## src/tepp_pkg.sv

```systemverilog
`timescale 1ns / 1ps
`default_nettype none

package tepp_pkg;

    // Default configuration of the block.
    localparam int LENGTH_BITS_DEFAULT = 16;
    localparam int QUEUE_DEPTH_DEFAULT = 4;

    // Configuration register file: four words of the expected source identifier.
    localparam int CFG_INDEX_BITS = 2;
    localparam int CFG_DATA_BITS  = 32;

    localparam logic [CFG_INDEX_BITS-1:0] CFG_SOURCE_ID_WORD0 = 2'd0;
    localparam logic [CFG_INDEX_BITS-1:0] CFG_SOURCE_ID_WORD1 = 2'd1;
    localparam logic [CFG_INDEX_BITS-1:0] CFG_SOURCE_ID_WORD2 = 2'd2;
    localparam logic [CFG_INDEX_BITS-1:0] CFG_SOURCE_ID_WORD3 = 2'd3;

    localparam logic [CFG_DATA_BITS-1:0] SOURCE_ID_WORD0_RESET = 32'hd2d578d9;
    localparam logic [CFG_DATA_BITS-1:0] SOURCE_ID_WORD1_RESET = 32'h293645b6;
    localparam logic [CFG_DATA_BITS-1:0] SOURCE_ID_WORD2_RESET = 32'ha09f30e3;
    localparam logic [CFG_DATA_BITS-1:0] SOURCE_ID_WORD3_RESET = 32'h2715f41d;

    // Input item kinds.
    localparam logic KIND_HEADER = 1'b0;
    localparam logic KIND_BYTE   = 1'b1;

    // Opcode layout.
    localparam int OP_STACK_BIT = 3;

    typedef enum logic [3:0] {
        TK_TYPE       = 4'd0,
        TK_NAME_CHAR  = 4'd1,
        TK_ID         = 4'd2,
        TK_CAT_CHAR   = 4'd3,
        TK_ARG_NAME   = 4'd4,
        TK_ARG_VALUE  = 4'd5,
        TK_STACK_CNT  = 4'd6,
        TK_STACK_WORD = 4'd7,
        TK_VERDICT    = 4'd8
    } token_kind_t;

    typedef enum logic [2:0] {
        ST_OK           = 3'd0,
        ST_OTHER_SOURCE = 3'd1,
        ST_UNKNOWN_TYPE = 3'd2,
        ST_TRUNCATED    = 3'd3,
        ST_TRAILING     = 3'd4
    } status_t;

    typedef struct packed {
        token_kind_t kind;
        logic [63:0] value;
        logic        field_end;
        status_t     status;
        logic        last;
    } token_t;

    // One queue entry holds every token that a single input transaction causes.
    typedef struct packed {
        token_t tok0;
        token_t tok1;
        logic   two;
    } entry_t;

endpackage

`default_nettype wire

```

## src/tepp_in_if.sv

```systemverilog
`timescale 1ns / 1ps
`default_nettype none

interface tepp_in_if;
    logic        valid;
    logic        ready;
    logic        kind;
    logic [7:0]  data_byte;
    logic [7:0]  opcode;
    logic [15:0] payload_length;
    logic [31:0] id_word0;
    logic [31:0] id_word1;
    logic [31:0] id_word2;
    logic [31:0] id_word3;

    modport source (
        output valid, kind, data_byte, opcode, payload_length,
               id_word0, id_word1, id_word2, id_word3,
        input  ready
    );

    modport sink (
        input  valid, kind, data_byte, opcode, payload_length,
               id_word0, id_word1, id_word2, id_word3,
        output ready
    );
endinterface

`default_nettype wire

```

## src/tepp_out_if.sv

```systemverilog
`timescale 1ns / 1ps
`default_nettype none

interface tepp_out_if;
    logic        valid;
    logic        ready;
    logic [3:0]  token_kind;
    logic [63:0] token_value;
    logic        field_end;
    logic [2:0]  status;
    logic        last;

    modport source (
        output valid, token_kind, token_value, field_end, status, last,
        input  ready
    );

    modport sink (
        input  valid, token_kind, token_value, field_end, status, last,
        output ready
    );
endinterface

`default_nettype wire

```

## src/tepp_front.sv

```systemverilog
`timescale 1ns / 1ps
`default_nettype none

// Parser front end: takes one item a cycle while the queue has room, walks the payload
// fields and builds the tokens of that item as one queue entry.
module tepp_front #(
    parameter int LENGTH_BITS = tepp_pkg::LENGTH_BITS_DEFAULT
) (
    input  logic                                   clk,
    input  logic                                   rst_n,
    tepp_in_if.sink                                in_ch,
    input  logic                                   cfg_we,
    input  logic [tepp_pkg::CFG_INDEX_BITS-1:0]    cfg_index,
    input  logic [tepp_pkg::CFG_DATA_BITS-1:0]     cfg_data,
    input  logic                                   push_ready,
    output logic                                   push_valid,
    output tepp_pkg::entry_t                       push_entry
);

    localparam int SWL_BITS = LENGTH_BITS - 2;

    typedef enum logic [7:0] {
        PH_IDLE  = 8'b0000_0001,
        PH_DRAIN = 8'b0000_0010,
        PH_NAME  = 8'b0000_0100,
        PH_ID    = 8'b0000_1000,
        PH_CAT   = 8'b0001_0000,
        PH_ARG   = 8'b0010_0000,
        PH_SCNT  = 8'b0100_0000,
        PH_SWORD = 8'b1000_0000
    } phase_t;

    logic [31:0] src_id0_reg, src_id1_reg, src_id2_reg, src_id3_reg;

    phase_t                 phase_reg, phase_next;
    logic [LENGTH_BITS-1:0] bytes_left_reg, bytes_left_next;
    logic [2:0]             args_left_reg, args_left_next;
    logic                   in_value_reg, in_value_next;
    logic                   stack_reg, stack_next;
    logic [2:0]             byte_index_reg, byte_index_next;
    logic [63:0]            acc_reg, acc_next;
    logic [SWL_BITS-1:0]    swl_reg, swl_next;

    logic                   accept;
    logic                   same_source;
    logic [3:0]             event_type;
    logic [LENGTH_BITS+15:0] len_ext;
    logic [LENGTH_BITS-1:0] len_hdr;
    logic [LENGTH_BITS-1:0] bytes_dec;
    logic [63:0]            acc_new;
    logic [31:0]            word;
    logic [33:0]            word_x4;
    logic [33:0]            room;
    logic                   term;
    logic                   strings_done;
    logic [2:0]             args_eff;
    logic                   fields_done;
    logic                   too_big;
    logic                   have_field;
    logic                   have_verdict;
    tepp_pkg::token_t       field_tok;
    tepp_pkg::status_t      verdict_status;
    tepp_pkg::token_kind_t  str_kind;

    assign accept       = in_ch.valid && in_ch.ready;
    assign in_ch.ready  = push_ready;

    assign same_source = (in_ch.id_word0 == src_id0_reg) && (in_ch.id_word1 == src_id1_reg)
                      && (in_ch.id_word2 == src_id2_reg) && (in_ch.id_word3 == src_id3_reg);
    assign event_type  = in_ch.opcode[7:4];
    assign len_ext     = {{LENGTH_BITS{1'b0}}, in_ch.payload_length};
    assign len_hdr     = len_ext[LENGTH_BITS-1:0];
    assign bytes_dec   = bytes_left_reg - 1'b1;
    assign acc_new     = acc_reg | (64'(in_ch.data_byte) << {byte_index_reg, 3'b000});
    assign word        = acc_new[31:0];
    assign word_x4     = {word, 2'b00};
    assign room        = 34'(bytes_dec);
    assign term        = (in_ch.data_byte == 8'd0) || (bytes_left_reg == LENGTH_BITS'(1));

    always_comb
    begin
        phase_next      = phase_reg;
        bytes_left_next = bytes_left_reg;
        args_left_next  = args_left_reg;
        in_value_next   = in_value_reg;
        stack_next      = stack_reg;
        byte_index_next = byte_index_reg;
        acc_next        = acc_reg;
        swl_next        = swl_reg;
        field_tok       = '0;
        have_field      = 1'b0;
        have_verdict    = 1'b0;
        verdict_status  = tepp_pkg::ST_OK;
        strings_done    = 1'b0;
        args_eff        = args_left_reg;
        fields_done     = 1'b0;
        too_big         = 1'b0;
        str_kind        = tepp_pkg::TK_NAME_CHAR;

        if (in_ch.kind == tepp_pkg::KIND_HEADER)
        begin
            bytes_left_next = len_hdr;
            args_left_next  = in_ch.opcode[2:0];
            stack_next      = in_ch.opcode[tepp_pkg::OP_STACK_BIT];
            in_value_next   = 1'b0;
            byte_index_next = '0;
            acc_next        = '0;
            swl_next        = '0;
            if (!same_source)
            begin
                have_verdict   = 1'b1;
                verdict_status = tepp_pkg::ST_OTHER_SOURCE;
            end
            else if (event_type == 4'd0)
            begin
                have_verdict   = 1'b1;
                verdict_status = tepp_pkg::ST_UNKNOWN_TYPE;
            end
            else
            begin
                have_field       = 1'b1;
                field_tok.kind   = tepp_pkg::TK_TYPE;
                field_tok.value  = 64'(event_type);
                phase_next       = PH_NAME;
                if (len_hdr == '0)
                begin
                    have_verdict   = 1'b1;
                    verdict_status = tepp_pkg::ST_TRUNCATED;
                end
            end
            if (have_verdict)
            begin
                phase_next = (len_hdr != '0) ? PH_DRAIN : PH_IDLE;
            end
        end
        else if (phase_reg == PH_IDLE || bytes_left_reg == '0)
        begin
            // A stray byte outside any event is dropped.
            if (bytes_left_reg == '0)
            begin
                phase_next = PH_IDLE;
            end
        end
        else if (phase_reg == PH_DRAIN)
        begin
            bytes_left_next = bytes_dec;
            if (bytes_dec == '0)
            begin
                phase_next = PH_IDLE;
            end
        end
        else
        begin
            case (phase_reg)
                PH_NAME, PH_CAT, PH_ARG:
                begin
                    if (phase_reg == PH_NAME)
                        str_kind = tepp_pkg::TK_NAME_CHAR;
                    else if (phase_reg == PH_CAT)
                        str_kind = tepp_pkg::TK_CAT_CHAR;
                    else if (in_value_reg)
                        str_kind = tepp_pkg::TK_ARG_VALUE;
                    else
                        str_kind = tepp_pkg::TK_ARG_NAME;
                    have_field     = 1'b1;
                    field_tok.kind = str_kind;
                    if (term)
                    begin
                        field_tok.field_end = 1'b1;
                        if (phase_reg == PH_NAME)
                        begin
                            phase_next      = PH_ID;
                            byte_index_next = '0;
                            acc_next        = '0;
                        end
                        else if (phase_reg == PH_CAT)
                        begin
                            strings_done = 1'b1;
                        end
                        else if (!in_value_reg)
                        begin
                            in_value_next = 1'b1;
                        end
                        else
                        begin
                            args_eff       = args_left_reg - 1'b1;
                            args_left_next = args_eff;
                            strings_done   = 1'b1;
                        end
                    end
                    else
                    begin
                        field_tok.value = 64'(in_ch.data_byte);
                    end
                end
                PH_ID:
                begin
                    acc_next = acc_new;
                    if (byte_index_reg == 3'd7)
                    begin
                        have_field      = 1'b1;
                        field_tok.kind  = tepp_pkg::TK_ID;
                        field_tok.value = acc_new;
                        phase_next      = PH_CAT;
                        byte_index_next = '0;
                    end
                    else
                    begin
                        byte_index_next = byte_index_reg + 1'b1;
                    end
                end
                PH_SCNT, PH_SWORD:
                begin
                    if (byte_index_reg >= 3'd3)
                    begin
                        byte_index_next = '0;
                        acc_next        = '0;
                        have_field      = 1'b1;
                        field_tok.value = 64'(word);
                        if (phase_reg == PH_SCNT)
                        begin
                            field_tok.kind = tepp_pkg::TK_STACK_CNT;
                            swl_next       = word[SWL_BITS-1:0];
                            too_big        = word_x4 > room;
                            if (word == 32'd0)
                                fields_done = 1'b1;
                            else
                                phase_next = PH_SWORD;
                        end
                        else
                        begin
                            field_tok.kind = tepp_pkg::TK_STACK_WORD;
                            swl_next       = swl_reg - 1'b1;
                            if (swl_reg == {{(SWL_BITS-1){1'b0}}, 1'b1})
                                fields_done = 1'b1;
                        end
                    end
                    else
                    begin
                        acc_next        = acc_new;
                        byte_index_next = byte_index_reg + 1'b1;
                    end
                end
                default:
                begin
                end
            endcase

            if (strings_done)
            begin
                if (args_eff != 3'd0)
                begin
                    phase_next    = PH_ARG;
                    in_value_next = 1'b0;
                end
                else if (stack_reg)
                begin
                    phase_next      = PH_SCNT;
                    byte_index_next = '0;
                    acc_next        = '0;
                end
                else
                begin
                    fields_done = 1'b1;
                end
            end

            bytes_left_next = bytes_dec;
            if (too_big)
            begin
                have_verdict   = 1'b1;
                verdict_status = tepp_pkg::ST_TRUNCATED;
            end
            else if (fields_done)
            begin
                have_verdict   = 1'b1;
                verdict_status = (bytes_dec != '0) ? tepp_pkg::ST_TRAILING : tepp_pkg::ST_OK;
            end
            else if (bytes_dec == '0)
            begin
                have_verdict   = 1'b1;
                verdict_status = tepp_pkg::ST_TRUNCATED;
            end
            if (have_verdict)
            begin
                phase_next = (bytes_dec != '0) ? PH_DRAIN : PH_IDLE;
            end
        end
    end

    // Pack the field token first and the verdict after it.
    always_comb
    begin
        push_entry = '0;
        if (have_field)
        begin
            push_entry.tok0      = field_tok;
            push_entry.tok0.last = !have_verdict;
            if (have_verdict)
            begin
                push_entry.two         = 1'b1;
                push_entry.tok1.kind   = tepp_pkg::TK_VERDICT;
                push_entry.tok1.status = verdict_status;
                push_entry.tok1.last   = 1'b1;
            end
        end
        else
        begin
            push_entry.tok0.kind   = tepp_pkg::TK_VERDICT;
            push_entry.tok0.status = verdict_status;
            push_entry.tok0.last   = 1'b1;
        end
    end

    assign push_valid = accept && (have_field || have_verdict);

    always_ff @(posedge clk or negedge rst_n)
    begin
        if (!rst_n)
        begin
            src_id0_reg <= tepp_pkg::SOURCE_ID_WORD0_RESET;
            src_id1_reg <= tepp_pkg::SOURCE_ID_WORD1_RESET;
            src_id2_reg <= tepp_pkg::SOURCE_ID_WORD2_RESET;
            src_id3_reg <= tepp_pkg::SOURCE_ID_WORD3_RESET;
        end
        else if (cfg_we)
        begin
            case (cfg_index)
                tepp_pkg::CFG_SOURCE_ID_WORD0: src_id0_reg <= cfg_data;
                tepp_pkg::CFG_SOURCE_ID_WORD1: src_id1_reg <= cfg_data;
                tepp_pkg::CFG_SOURCE_ID_WORD2: src_id2_reg <= cfg_data;
                tepp_pkg::CFG_SOURCE_ID_WORD3: src_id3_reg <= cfg_data;
                default:
                begin
                end
            endcase
        end
    end

    always_ff @(posedge clk or negedge rst_n)
    begin
        if (!rst_n)
        begin
            phase_reg      <= PH_IDLE;
            bytes_left_reg <= '0;
            args_left_reg  <= '0;
            in_value_reg   <= 1'b0;
            stack_reg      <= 1'b0;
            byte_index_reg <= '0;
            acc_reg        <= '0;
            swl_reg        <= '0;
        end
        else if (accept)
        begin
            phase_reg      <= phase_next;
            bytes_left_reg <= bytes_left_next;
            args_left_reg  <= args_left_next;
            in_value_reg   <= in_value_next;
            stack_reg      <= stack_next;
            byte_index_reg <= byte_index_next;
            acc_reg        <= acc_next;
            swl_reg        <= swl_next;
        end
    end

endmodule

`default_nettype wire

```

## src/tepp_queue.sv

```systemverilog
`timescale 1ns / 1ps
`default_nettype none

// Small entry queue between the parser and the token serializer.
module tepp_queue #(
    parameter int DEPTH = tepp_pkg::QUEUE_DEPTH_DEFAULT
) (
    input  logic             clk,
    input  logic             rst_n,
    input  logic             push,
    input  tepp_pkg::entry_t push_data,
    output logic             full,
    output logic             head_valid,
    output tepp_pkg::entry_t head_data,
    input  logic             pop
);

    localparam int PTR_BITS   = (DEPTH > 1) ? $clog2(DEPTH) : 1;
    localparam int COUNT_BITS = $clog2(DEPTH + 1);

    tepp_pkg::entry_t      mem [DEPTH];
    logic [PTR_BITS-1:0]   wr_ptr_reg, wr_ptr_next;
    logic [PTR_BITS-1:0]   rd_ptr_reg, rd_ptr_next;
    logic [COUNT_BITS-1:0] count_reg, count_next;
    logic                  do_push;
    logic                  do_pop;

    assign full       = (count_reg == COUNT_BITS'(DEPTH));
    assign head_valid = (count_reg != '0);
    assign head_data  = mem[rd_ptr_reg];
    assign do_push    = push && !full;
    assign do_pop     = pop && head_valid;

    always_comb
    begin
        wr_ptr_next = wr_ptr_reg;
        rd_ptr_next = rd_ptr_reg;
        count_next  = count_reg;
        if (do_push)
            wr_ptr_next = (wr_ptr_reg == PTR_BITS'(DEPTH - 1)) ? '0 : wr_ptr_reg + 1'b1;
        if (do_pop)
            rd_ptr_next = (rd_ptr_reg == PTR_BITS'(DEPTH - 1)) ? '0 : rd_ptr_reg + 1'b1;
        if (do_push && !do_pop)
            count_next = count_reg + 1'b1;
        else if (do_pop && !do_push)
            count_next = count_reg - 1'b1;
    end

    always_ff @(posedge clk)
    begin
        if (do_push)
            mem[wr_ptr_reg] <= push_data;
    end

    always_ff @(posedge clk or negedge rst_n)
    begin
        if (!rst_n)
        begin
            wr_ptr_reg <= '0;
            rd_ptr_reg <= '0;
            count_reg  <= '0;
        end
        else
        begin
            wr_ptr_reg <= wr_ptr_next;
            rd_ptr_reg <= rd_ptr_next;
            count_reg  <= count_next;
        end
    end

endmodule

`default_nettype wire

```

## src/tepp_back.sv

```systemverilog
`timescale 1ns / 1ps
`default_nettype none

// Token serializer: hands out the one or two tokens of the head entry.
module tepp_back (
    input  logic             clk,
    input  logic             rst_n,
    input  logic             head_valid,
    input  tepp_pkg::entry_t head_data,
    output logic             pop,
    tepp_out_if.source       out_ch
);

    logic             second_reg, second_next;
    logic             take;
    tepp_pkg::token_t cur;

    assign cur  = second_reg ? head_data.tok1 : head_data.tok0;
    assign take = out_ch.valid && out_ch.ready;

    assign out_ch.valid       = head_valid;
    assign out_ch.token_kind  = cur.kind;
    assign out_ch.token_value = cur.value;
    assign out_ch.field_end   = cur.field_end;
    assign out_ch.status      = cur.status;
    assign out_ch.last        = cur.last;

    always_comb
    begin
        pop         = 1'b0;
        second_next = second_reg;
        if (take)
        begin
            if (!second_reg && head_data.two)
            begin
                second_next = 1'b1;
            end
            else
            begin
                pop         = 1'b1;
                second_next = 1'b0;
            end
        end
    end

    always_ff @(posedge clk or negedge rst_n)
    begin
        if (!rst_n)
            second_reg <= 1'b0;
        else
            second_reg <= second_next;
    end

endmodule

`default_nettype wire

```

## src/trace_event_payload_parser_unit.sv

```systemverilog
`timescale 1ns / 1ps
`default_nettype none

// Channel   Direction  Transaction
// in_ch     sink       one event header or one payload byte
// out_ch    source     one token: field, character, id, stack value or verdict
// cfg       write      one 32-bit word of the expected source identifier
//
// An input transaction is parsed in the cycle it is accepted, so one item per clock
// is taken while the QUEUE_DEPTH-entry queue has room; its tokens go into the queue
// as one entry and are offered once it reaches the head. An item yields zero, one or
// two tokens and the output sends one token per cycle while out_ch.ready is high.
// Output stalls fill the queue and then hold in_ch.ready low. Reset clears the
// parser to idle, empties the queue and loads the default source identifier.
module trace_event_payload_parser_unit #(
    parameter int LENGTH_BITS = tepp_pkg::LENGTH_BITS_DEFAULT,
    parameter int QUEUE_DEPTH = tepp_pkg::QUEUE_DEPTH_DEFAULT
) (
    input  logic                                clk,
    input  logic                                rst_n,
    tepp_in_if.sink                             in_ch,
    tepp_out_if.source                          out_ch,
    input  logic                                cfg_we,
    input  logic [tepp_pkg::CFG_INDEX_BITS-1:0] cfg_index,
    input  logic [tepp_pkg::CFG_DATA_BITS-1:0]  cfg_data
);

    // The front end parses and packs the tokens of one item into an entry.
    logic             push_valid;
    tepp_pkg::entry_t push_entry;
    logic             queue_full;

    // The back end drains entries token by token.
    logic             head_valid;
    tepp_pkg::entry_t head_data;
    logic             pop;

    tepp_front #(
        .LENGTH_BITS (LENGTH_BITS)
    ) u_front (
        .clk        (clk),
        .rst_n      (rst_n),
        .in_ch      (in_ch),
        .cfg_we     (cfg_we),
        .cfg_index  (cfg_index),
        .cfg_data   (cfg_data),
        .push_ready (!queue_full),
        .push_valid (push_valid),
        .push_entry (push_entry)
    );

    tepp_queue #(
        .DEPTH (QUEUE_DEPTH)
    ) u_queue (
        .clk        (clk),
        .rst_n      (rst_n),
        .push       (push_valid),
        .push_data  (push_entry),
        .full       (queue_full),
        .head_valid (head_valid),
        .head_data  (head_data),
        .pop        (pop)
    );

    tepp_back u_back (
        .clk        (clk),
        .rst_n      (rst_n),
        .head_valid (head_valid),
        .head_data  (head_data),
        .pop        (pop),
        .out_ch     (out_ch)
    );

endmodule

`default_nettype wire

```

## src/flat_wrapper.sv

```systemverilog
// flat-port wrapper written by rule: the top's interface ports become plain ports
module trace_event_payload_parser_unit_flat 
#(
    parameter int LENGTH_BITS = tepp_pkg::LENGTH_BITS_DEFAULT,
    parameter int QUEUE_DEPTH = tepp_pkg::QUEUE_DEPTH_DEFAULT
)
  (clk, rst_n, cfg_we, cfg_index, cfg_data, in_ch_valid, in_ch_kind, in_ch_data_byte, in_ch_opcode, in_ch_payload_length, in_ch_id_word0, in_ch_id_word1, in_ch_id_word2, in_ch_id_word3, in_ch_ready, out_ch_valid, out_ch_token_kind, out_ch_token_value, out_ch_field_end, out_ch_status, out_ch_last, out_ch_ready);
  tepp_in_if in_ch_i ();
  tepp_out_if out_ch_i ();
  input  logic clk;
  input  logic rst_n;
  input  logic cfg_we;
  input  logic [tepp_pkg::CFG_INDEX_BITS-1:0] cfg_index;
  input  logic [tepp_pkg::CFG_DATA_BITS-1:0] cfg_data;
  input wire logic [$bits(in_ch_i.valid)-1:0] in_ch_valid;
  input wire logic [$bits(in_ch_i.kind)-1:0] in_ch_kind;
  input wire logic [$bits(in_ch_i.data_byte)-1:0] in_ch_data_byte;
  input wire logic [$bits(in_ch_i.opcode)-1:0] in_ch_opcode;
  input wire logic [$bits(in_ch_i.payload_length)-1:0] in_ch_payload_length;
  input wire logic [$bits(in_ch_i.id_word0)-1:0] in_ch_id_word0;
  input wire logic [$bits(in_ch_i.id_word1)-1:0] in_ch_id_word1;
  input wire logic [$bits(in_ch_i.id_word2)-1:0] in_ch_id_word2;
  input wire logic [$bits(in_ch_i.id_word3)-1:0] in_ch_id_word3;
  output wire logic [$bits(in_ch_i.ready)-1:0] in_ch_ready;
  output wire logic [$bits(out_ch_i.valid)-1:0] out_ch_valid;
  output wire logic [$bits(out_ch_i.token_kind)-1:0] out_ch_token_kind;
  output wire logic [$bits(out_ch_i.token_value)-1:0] out_ch_token_value;
  output wire logic [$bits(out_ch_i.field_end)-1:0] out_ch_field_end;
  output wire logic [$bits(out_ch_i.status)-1:0] out_ch_status;
  output wire logic [$bits(out_ch_i.last)-1:0] out_ch_last;
  input wire logic [$bits(out_ch_i.ready)-1:0] out_ch_ready;
  assign in_ch_i.valid = in_ch_valid;
  assign in_ch_i.kind = in_ch_kind;
  assign in_ch_i.data_byte = in_ch_data_byte;
  assign in_ch_i.opcode = in_ch_opcode;
  assign in_ch_i.payload_length = in_ch_payload_length;
  assign in_ch_i.id_word0 = in_ch_id_word0;
  assign in_ch_i.id_word1 = in_ch_id_word1;
  assign in_ch_i.id_word2 = in_ch_id_word2;
  assign in_ch_i.id_word3 = in_ch_id_word3;
  assign in_ch_ready = in_ch_i.ready;
  assign out_ch_valid = out_ch_i.valid;
  assign out_ch_token_kind = out_ch_i.token_kind;
  assign out_ch_token_value = out_ch_i.token_value;
  assign out_ch_field_end = out_ch_i.field_end;
  assign out_ch_status = out_ch_i.status;
  assign out_ch_last = out_ch_i.last;
  assign out_ch_i.ready = out_ch_ready;
  trace_event_payload_parser_unit #(.LENGTH_BITS(LENGTH_BITS), .QUEUE_DEPTH(QUEUE_DEPTH)) u_core (.clk(clk), .rst_n(rst_n), .in_ch(in_ch_i), .out_ch(out_ch_i), .cfg_we(cfg_we), .cfg_index(cfg_index), .cfg_data(cfg_data));
endmodule
```

## config.mk

```make
export PLATFORM = sky130hd
export DESIGN_NAME = trace_event_payload_parser_unit_flat
export DESIGN_NICKNAME = d
export VERILOG_FILES = /design/src/tepp_pkg.sv /design/src/tepp_in_if.sv /design/src/tepp_out_if.sv /design/src/tepp_front.sv /design/src/tepp_queue.sv /design/src/tepp_back.sv /design/src/trace_event_payload_parser_unit.sv /design/src/flat_wrapper.sv
export SDC_FILE = /design/constraint.sdc
export NUM_CORES = 1
export LEC_CHECK = 0
export BUFFER_PORTS_ARGS = -buffer_cell sky130_fd_sc_hd__buf_2
export CORE_MARGIN = 2
export CORE_UTILIZATION = 56
export DETAILED_ROUTE_END_ITERATION = 8
export GPL_ROUTABILITY_DRIVEN = 1
export PLACE_DENSITY = 0.87
export SLEW_MARGIN = 20
export SYNTH_ARGS = -nofsm -noshare
export SYNTH_HDL_FRONTEND = slang
export SYNTH_SLANG_ARGS = --single-unit
```

## constraint.sdc

```tcl
create_clock -name clk -period 10.6 [get_ports clk]
set_clock_uncertainty 0.05 [all_clocks]
set_input_delay 3.18 -clock clk [delete_from_list [all_inputs] [get_ports clk]]
set_output_delay 3.18 -clock clk [all_outputs]
set_load 0.01 [all_outputs]
```

Word-level counts from Yosys, hierarchy flattened

Memories as Yosys holds them, arrays and structs flattened.
Index checks and enable logic that the tools add are counted.

Add/subtract/negate cells: 8
Order comparisons: 2
Equality and inequality tests: 28
Shift-type cells: 1
Mux-type cells: 157
Bitwise logic cells: 2
Reduce and logical (&&, ||, !) cells: 43

Operators by type and width:

| operator              | number |
|---|---|
| $mux W64              | 9 |
| $pmux W68 S3          | 1 |
| $pmux W64 S3          | 1 |
| $mux W8               | 19 |
| $mux W69              | 2 |
| $eq A32 B32 Y1        | 4 |
| $mux W3               | 29 |
| $mux W14              | 6 |
| $mux W73              | 1 |
| $mux W68              | 1 |
| $mux W67              | 1 |
| $mux W66              | 1 |
| $mux W65              | 1 |
| $mux W1               | 64 |
| $or A64 B64 Y64       | 1 |
| $shl A8 B6 Y64        | 1 |
| $logic_not A16 Y1     | 3 |
| $gt A34 B16 Y1        | 1 |
| $logic_not A32 Y1     | 1 |
| $mux W16              | 2 |
| $reduce_bool A16 Y1   | 2 |
| $mux W4               | 6 |
| $pmux W8 S3           | 1 |
| $eq A16 B1 Y1 const B | 1 |
| other kinds (41)      | 82 |

Bits in registers: 246
Memory bits (writable): 328
Input bits: 200
Output and inout port bits: 75
Logic and storage cells: 258
Memories: 1

Memory list:

| name               | depth | bits a word | rd ports | clocked after Yosys merged registers in | write ports | RTL line         | source |
|---|---|---|---|---|---|---|---|
| u_core.u_queue.mem | 4     | 82          | 1        | 0                                       | 1           | tepp_queue.sv:21 | `tepp_pkg::entry_t mem [DEPTH];` |

Depth between registers and ports, before layout

Word-level depth: 30
Mapped depth: 23
Depth with buffers taken out: 22

Hierarchy

Synthesis repeated with hierarchy kept, for this count alone.

Cells, all modules: 2,378
Area, all modules: 37,108.1 um2

By module, submodules not included:

| module                          | instances | cells each | area an instance (um2) | sequential area each (um2) |
|---|---|---|---|---|
| tepp_queue                      | 1         | 805        | 21,649.5               | 17,832.1 |
| tepp_front                      | 1         | 1,485      | 14,313.7               | 6,037.0 |
| tepp_back                       | 1         | 87         | 1,141.1                | 25.0 |
| trace_event_payload_parser_unit | 1         | 1          | 3.8                    | 0.0 |

Worst setup path before layout

No wires, ideal clock.

Path type: input port to flip-flop
From: input port in_ch_data_byte[0]
To: memory u_core.u_queue.mem[3][10] in the netlist's numbering, enable pin
Setup time: 0.444 ns
Arrival time: 7.447 ns
Setup slack: 2.659 ns
Cell stages on the path: 10
Path buffers: 2
Cells stage by stage: buf_6 -> or4_1 -> or3_1 -> buf_6 -> a2111o_1 -> a2111oi_2 -> a221oi_2 -> a31oi_1 -> or3_1 -> and3_1

Word-level cells in the longest chain between the ends: 26
Elaborated cells between the ends (all ways): 46
Those cells by class: order compare: 1; shift: 1; mux: 36; bitwise: 1; reduce/logical: 7

Ends and longest elaborated chain:

| element                                                 | RTL line           | source |
|---|---|---|
| start, declared                                         | flat_wrapper.sv:17 | `input wire logic [$bits(in_ch_i.data_byte)-1:0] in_ch_data_byte;` |
| branches (longest 14 deep; another with $gt A34 B16 Y1) | n/a                |  |
| $mux W1 (*)                                             | tepp_front.sv:269  | `if (too_big)` |
| $mux W1 (*)                                             | tepp_front.sv:144  | `else if (phase_reg == PH_DRAIN)` |
| $mux W1 (*)                                             | tepp_front.sv:136  | `else if (phase_reg == PH_IDLE \|\| bytes_left_reg == '0)` |
| $mux W1 (*)                                             | tepp_front.sv:100  | `if (in_ch.kind == tepp_pkg::KIND_HEADER)` |
| $mux W1 (*)                                             | tepp_front.sv:144  |  |
| $mux W1 (*)                                             | tepp_front.sv:136  |  |
| $mux W1 (*)                                             | tepp_front.sv:100  |  |
| $logic_or A1 B1 Y1 (*)                                  | tepp_front.sv:315  | `assign push_valid = accept && (have_field \|\| have_verdict);` |
| $logic_and A1 B1 Y1 (*)                                 | tepp_front.sv:315  |  |
| $logic_and A1 B1 Y1 (*)                                 | tepp_queue.sv:31   | `assign do_push = push && !full;` |
| $mux W1 (*)                                             | tepp_queue.sv:51   | `if (do_push)` |
| $mux W1 (not written as such) (*)                       | tepp_queue.sv:52   | `mem[wr_ptr_reg] <= push_data;` |
| end, declared                                           | tepp_queue.sv:21   |  |

Every way passes the cells marked *. The select of a mux whose other input is x is not followed.

Final worst setup path

From: input port in_ch_data_byte[1]
To: memory u_core.u_queue.mem[1][50] in the netlist's numbering, enable pin

Same word-level chain as after synthesis.

==> impl_metrics.yaml <==
outcome:
  status: "finished clean"
logic_synthesis:
  synth_simple_gate_area_share_pct: 10.8
  ys.flop_type: "edfxtp_1"
  postSynthAreaPerCell_um2: 13.1
  synth-xor-area-share_pct: 4.04
  post_synth_num_cell_types: 80
  synth_compound_area_share_pct: 8.72
  synth_edf_count: 308
  synth_area_um2: 26000
  synth_mux_area_share_pct: 12.5
  seq_area_frac_synth_pct: 59.6
  synthAdderAreaFrac_pct: 1.52
  ys_ff_latch: 554
  synthArstFlopShare_pct: 44.4
  synth_top_family_by_area: "multiplexers"
  synth_warnings: 0
  synthCells: 1986
final_layout:
  synthToLayoutAreaGrowth_pct: 14.6
  largest_register_ffs: 308
  final_cell_area_um2: 29800
  drive_gt1_share_pct: 30.2
  instances_no_fill: 2873
  nNetsFinal: 2456
  n_fill_cell: 3098
hold_path:
  hp-class: "reg -> reg"
  hold-path-cell-count: 2
route:
  drc: 0
  finalWirelength_mm: 70.6
  drtIter0Drc: 1844
  first_pass_iters: 5
  ant_nets: 0
  vias: 18300
  wl_per_cell_um: 24.6
  viasPerCell: 6.36
global_route:
  grt_pass1_wl_mm: 109
  antenna_found_initial: 10
  grt_pass1_vias: 18300
  grt.overflow.total: 0
  groute.usage.overall_pct: 29.8
  grt_max_degree: 140
place:
  gp_congestion: 0.969
  numPortBuffers: 274
  dp_hpwl_mm: 48.1
  place_inst: 2768
  placed_cell_area_um2: 27900
critical_path:
  ff2ff_path_depth: 17
  max_stage_delay_ns: 0.93
  required_ns: 10.82
  cp_cell_sequence: "buf_2 > or4_1 > o31ai_1 > nand3_1 > nor4b_1 > a221oi_2 > a31oi_1 > or3_1 > and3_4 > buf_4"
  end_kind: "register"
  crit_type: "in -> reg"
  critPathLaunchType: "input port"
  arrival_ns: 7.45
  critPathMaxFanout: 39
  cp_slowest_cell: "nor4b_1"
cts:
  h-tree-depth: 2
  cts_resized: 0
  cts_tree: "done"
  ctsHoldBuffers: 0
  numCtsBuffers: 55
  worstSkewPairLatency_ns: 0.63
  clock_path_buffers: 3
  post_cts_buffers: 0
  cts_sinks: 554
  clk_root_buffer_cell: "clkbuf_16"
  clkSlewWorstSetupHoldPaths_ns: 0.06
floorplanning:
  initial_utilization_pct: 57.0
  die_area_um2: 48200
  fp.coreArea_um2: 45600
  die_x_um: 219
  io_pins: 275
  row_count: 78
  chipHeight_um: 219
sta:
  timing.final.crit_share_pct: 68.2
  period_needed_ns: 7.23
  rsz0062_at_grt: "false"
  worstMarginPinSlew_ns: 1.08
  setup_tns_ns: 0
  setup_viol: 0
  max_freq_mhz: 138
  final_hold_viol_count: 0
  max_slew_margin_pct: 27.6
  drv_slew: 0
power_and_ir_drop:
  ir_worst_vdd_uv: 183
  p_per_area_nw_per_um2: 229
  leakage_nw: 11.5
run:
  maxCapViolations: 0
[placed cells by master, fill, tap and decap left out, drive strengths merged, types with 65 or more instances in the layout]
cell type	count
xnor2	94
nand2	94
and2	75
edfxtp	308
mux2	133
dfrtp	181
mux4	77
buf	294
a21oi	94
dfstp	65
o21ai	80
clkbuf	75
nor2	174
[layer usage]
| metal | track usage, % | part of all wire (%) | vias up |
|---|---|---|---|
| met4 | 12.6 | 4.7 | 10 |
| met3 | 7.44 | 9.7 | 212 |
| met2 | 49.3 | 49 | 1160 |
| met5 | 0 | 0.096 | - |
| li1 | - | - | 7881 |
| met1 | 37.5 | 37 | 8995 |
[final timing paths]
check	start	to	slack [ns]
max in group asynchronous	rst_n	u_core.u_queue.rd_ptr_reg[0]	6.58
worst max register to register	u_core.u_front.bytes_left_reg[0]	u_core.u_queue.mem[1][50]	4.54
worst max-delay path	in_ch_data_byte[1]	u_core.u_queue.mem[1][50]	3.37
worst min-delay path	u_core.u_front.acc_reg[40]	u_core.u_front.acc_reg[40]	0.45
worst min register to register	u_core.u_front.acc_reg[40]	u_core.u_front.acc_reg[40]	0.45
min in group asynchronous	rst_n	u_core.u_front.src_id1_reg[23]	2.52
[kinds of logic (layout without fill, tap and decap cells)]
logic type | Yosys count | count (layout)
xor gates and xnor gates | 120 | 120
adders and majority gates | 31 | 31
buffers and inverters | 178 | 460
AOI/OAI and AO/OA | 343 | 343
DFF | 554 | 554
other | 1 | 6
and+or+nand+nor | 548 | 548
muxes | 211 | 211
[cell type report]
type	count	area [um2]	share of cell area, %
Sequential cell	554	15500	52.0
Antenna cell	2	5.00	0.0168
Inverter	63	236	0.794
Clock buffer	75	1520	5.11
Tap cell	600	751	2.52
Clock inverter	28	393	1.32
Multi-Input combinational cell	1257	9830	33.0
Timing Repair Buffer	294	1540	5.19
[metrics by stage]
step | worst slack, ns | total power, mW | hold WS, ns | util (%)
floorplan | 2.66 | 4.16 | 0.401 | -
global placement | 2.92 | 4.72 | 0.421 | 61.1
detailed placement | 2.79 | 4.80 | 0.428 | 61.1
CTS | 3.41 | 6.85 | 0.443 | 65.3
global route | 3.17 | 7.14 | 0.471 | 65.3
finish | 3.37 | 6.83 | 0.451 | 65.3
[worst max-delay path, delay by kind of cell]
family	cells	cell delay [ns]
and+or+nand+nor	5	2.46
AOI/OAI and AO/OA	3	0.86
buffers and inverters	2	0.86
[Yosys cell counts, drive strengths merged (8+ instances only)]
| cell | number | area (um2) |
|---|---|---|
| and3 | 13 | 86.3 |
| nand4 | 38 | 244 |
| nor2b | 21 | 131 |
| mux2 | 133 | 1500 |
| and2 | 75 | 472 |
| xnor2 | 94 | 823 |
| nor2 | 174 | 669 |
| nand2 | 94 | 353 |
| inv | 63 | 236 |
| mux4 | 77 | 1730 |
| o21a | 8 | 60.1 |
| a21oi | 94 | 474 |
| dfstp | 65 | 1710 |
| a22oi | 8 | 60.1 |
| nor4 | 28 | 188 |
| a31oi | 25 | 156 |
| a41oi | 32 | 280 |
| nand2b | 13 | 81.3 |
| a22o | 13 | 114 |
| clkbuf | 92 | 345 |
| a21o | 9 | 67.6 |
| o21ai | 80 | 400 |
| or3 | 10 | 67.6 |
| nor3 | 25 | 125 |
| xor2 | 26 | 228 |
| dfrtp | 181 | 4530 |
| ha | 30 | 375 |
| nor4b | 8 | 70.1 |
| buf | 23 | 145 |
| nand3 | 18 | 90.1 |
| edfxtp | 308 | 9250 |
| o22ai | 14 | 87.6 |
[power breakdown]
part,switching (mW),leakage [nW],internal [mW]
Clock,0.869,0.923,1.19
Combinational,1.05,4.64,0.872
Sequential,0.264,5.92,2.59
No activity file was read; power rests on OpenSTA's default activity.
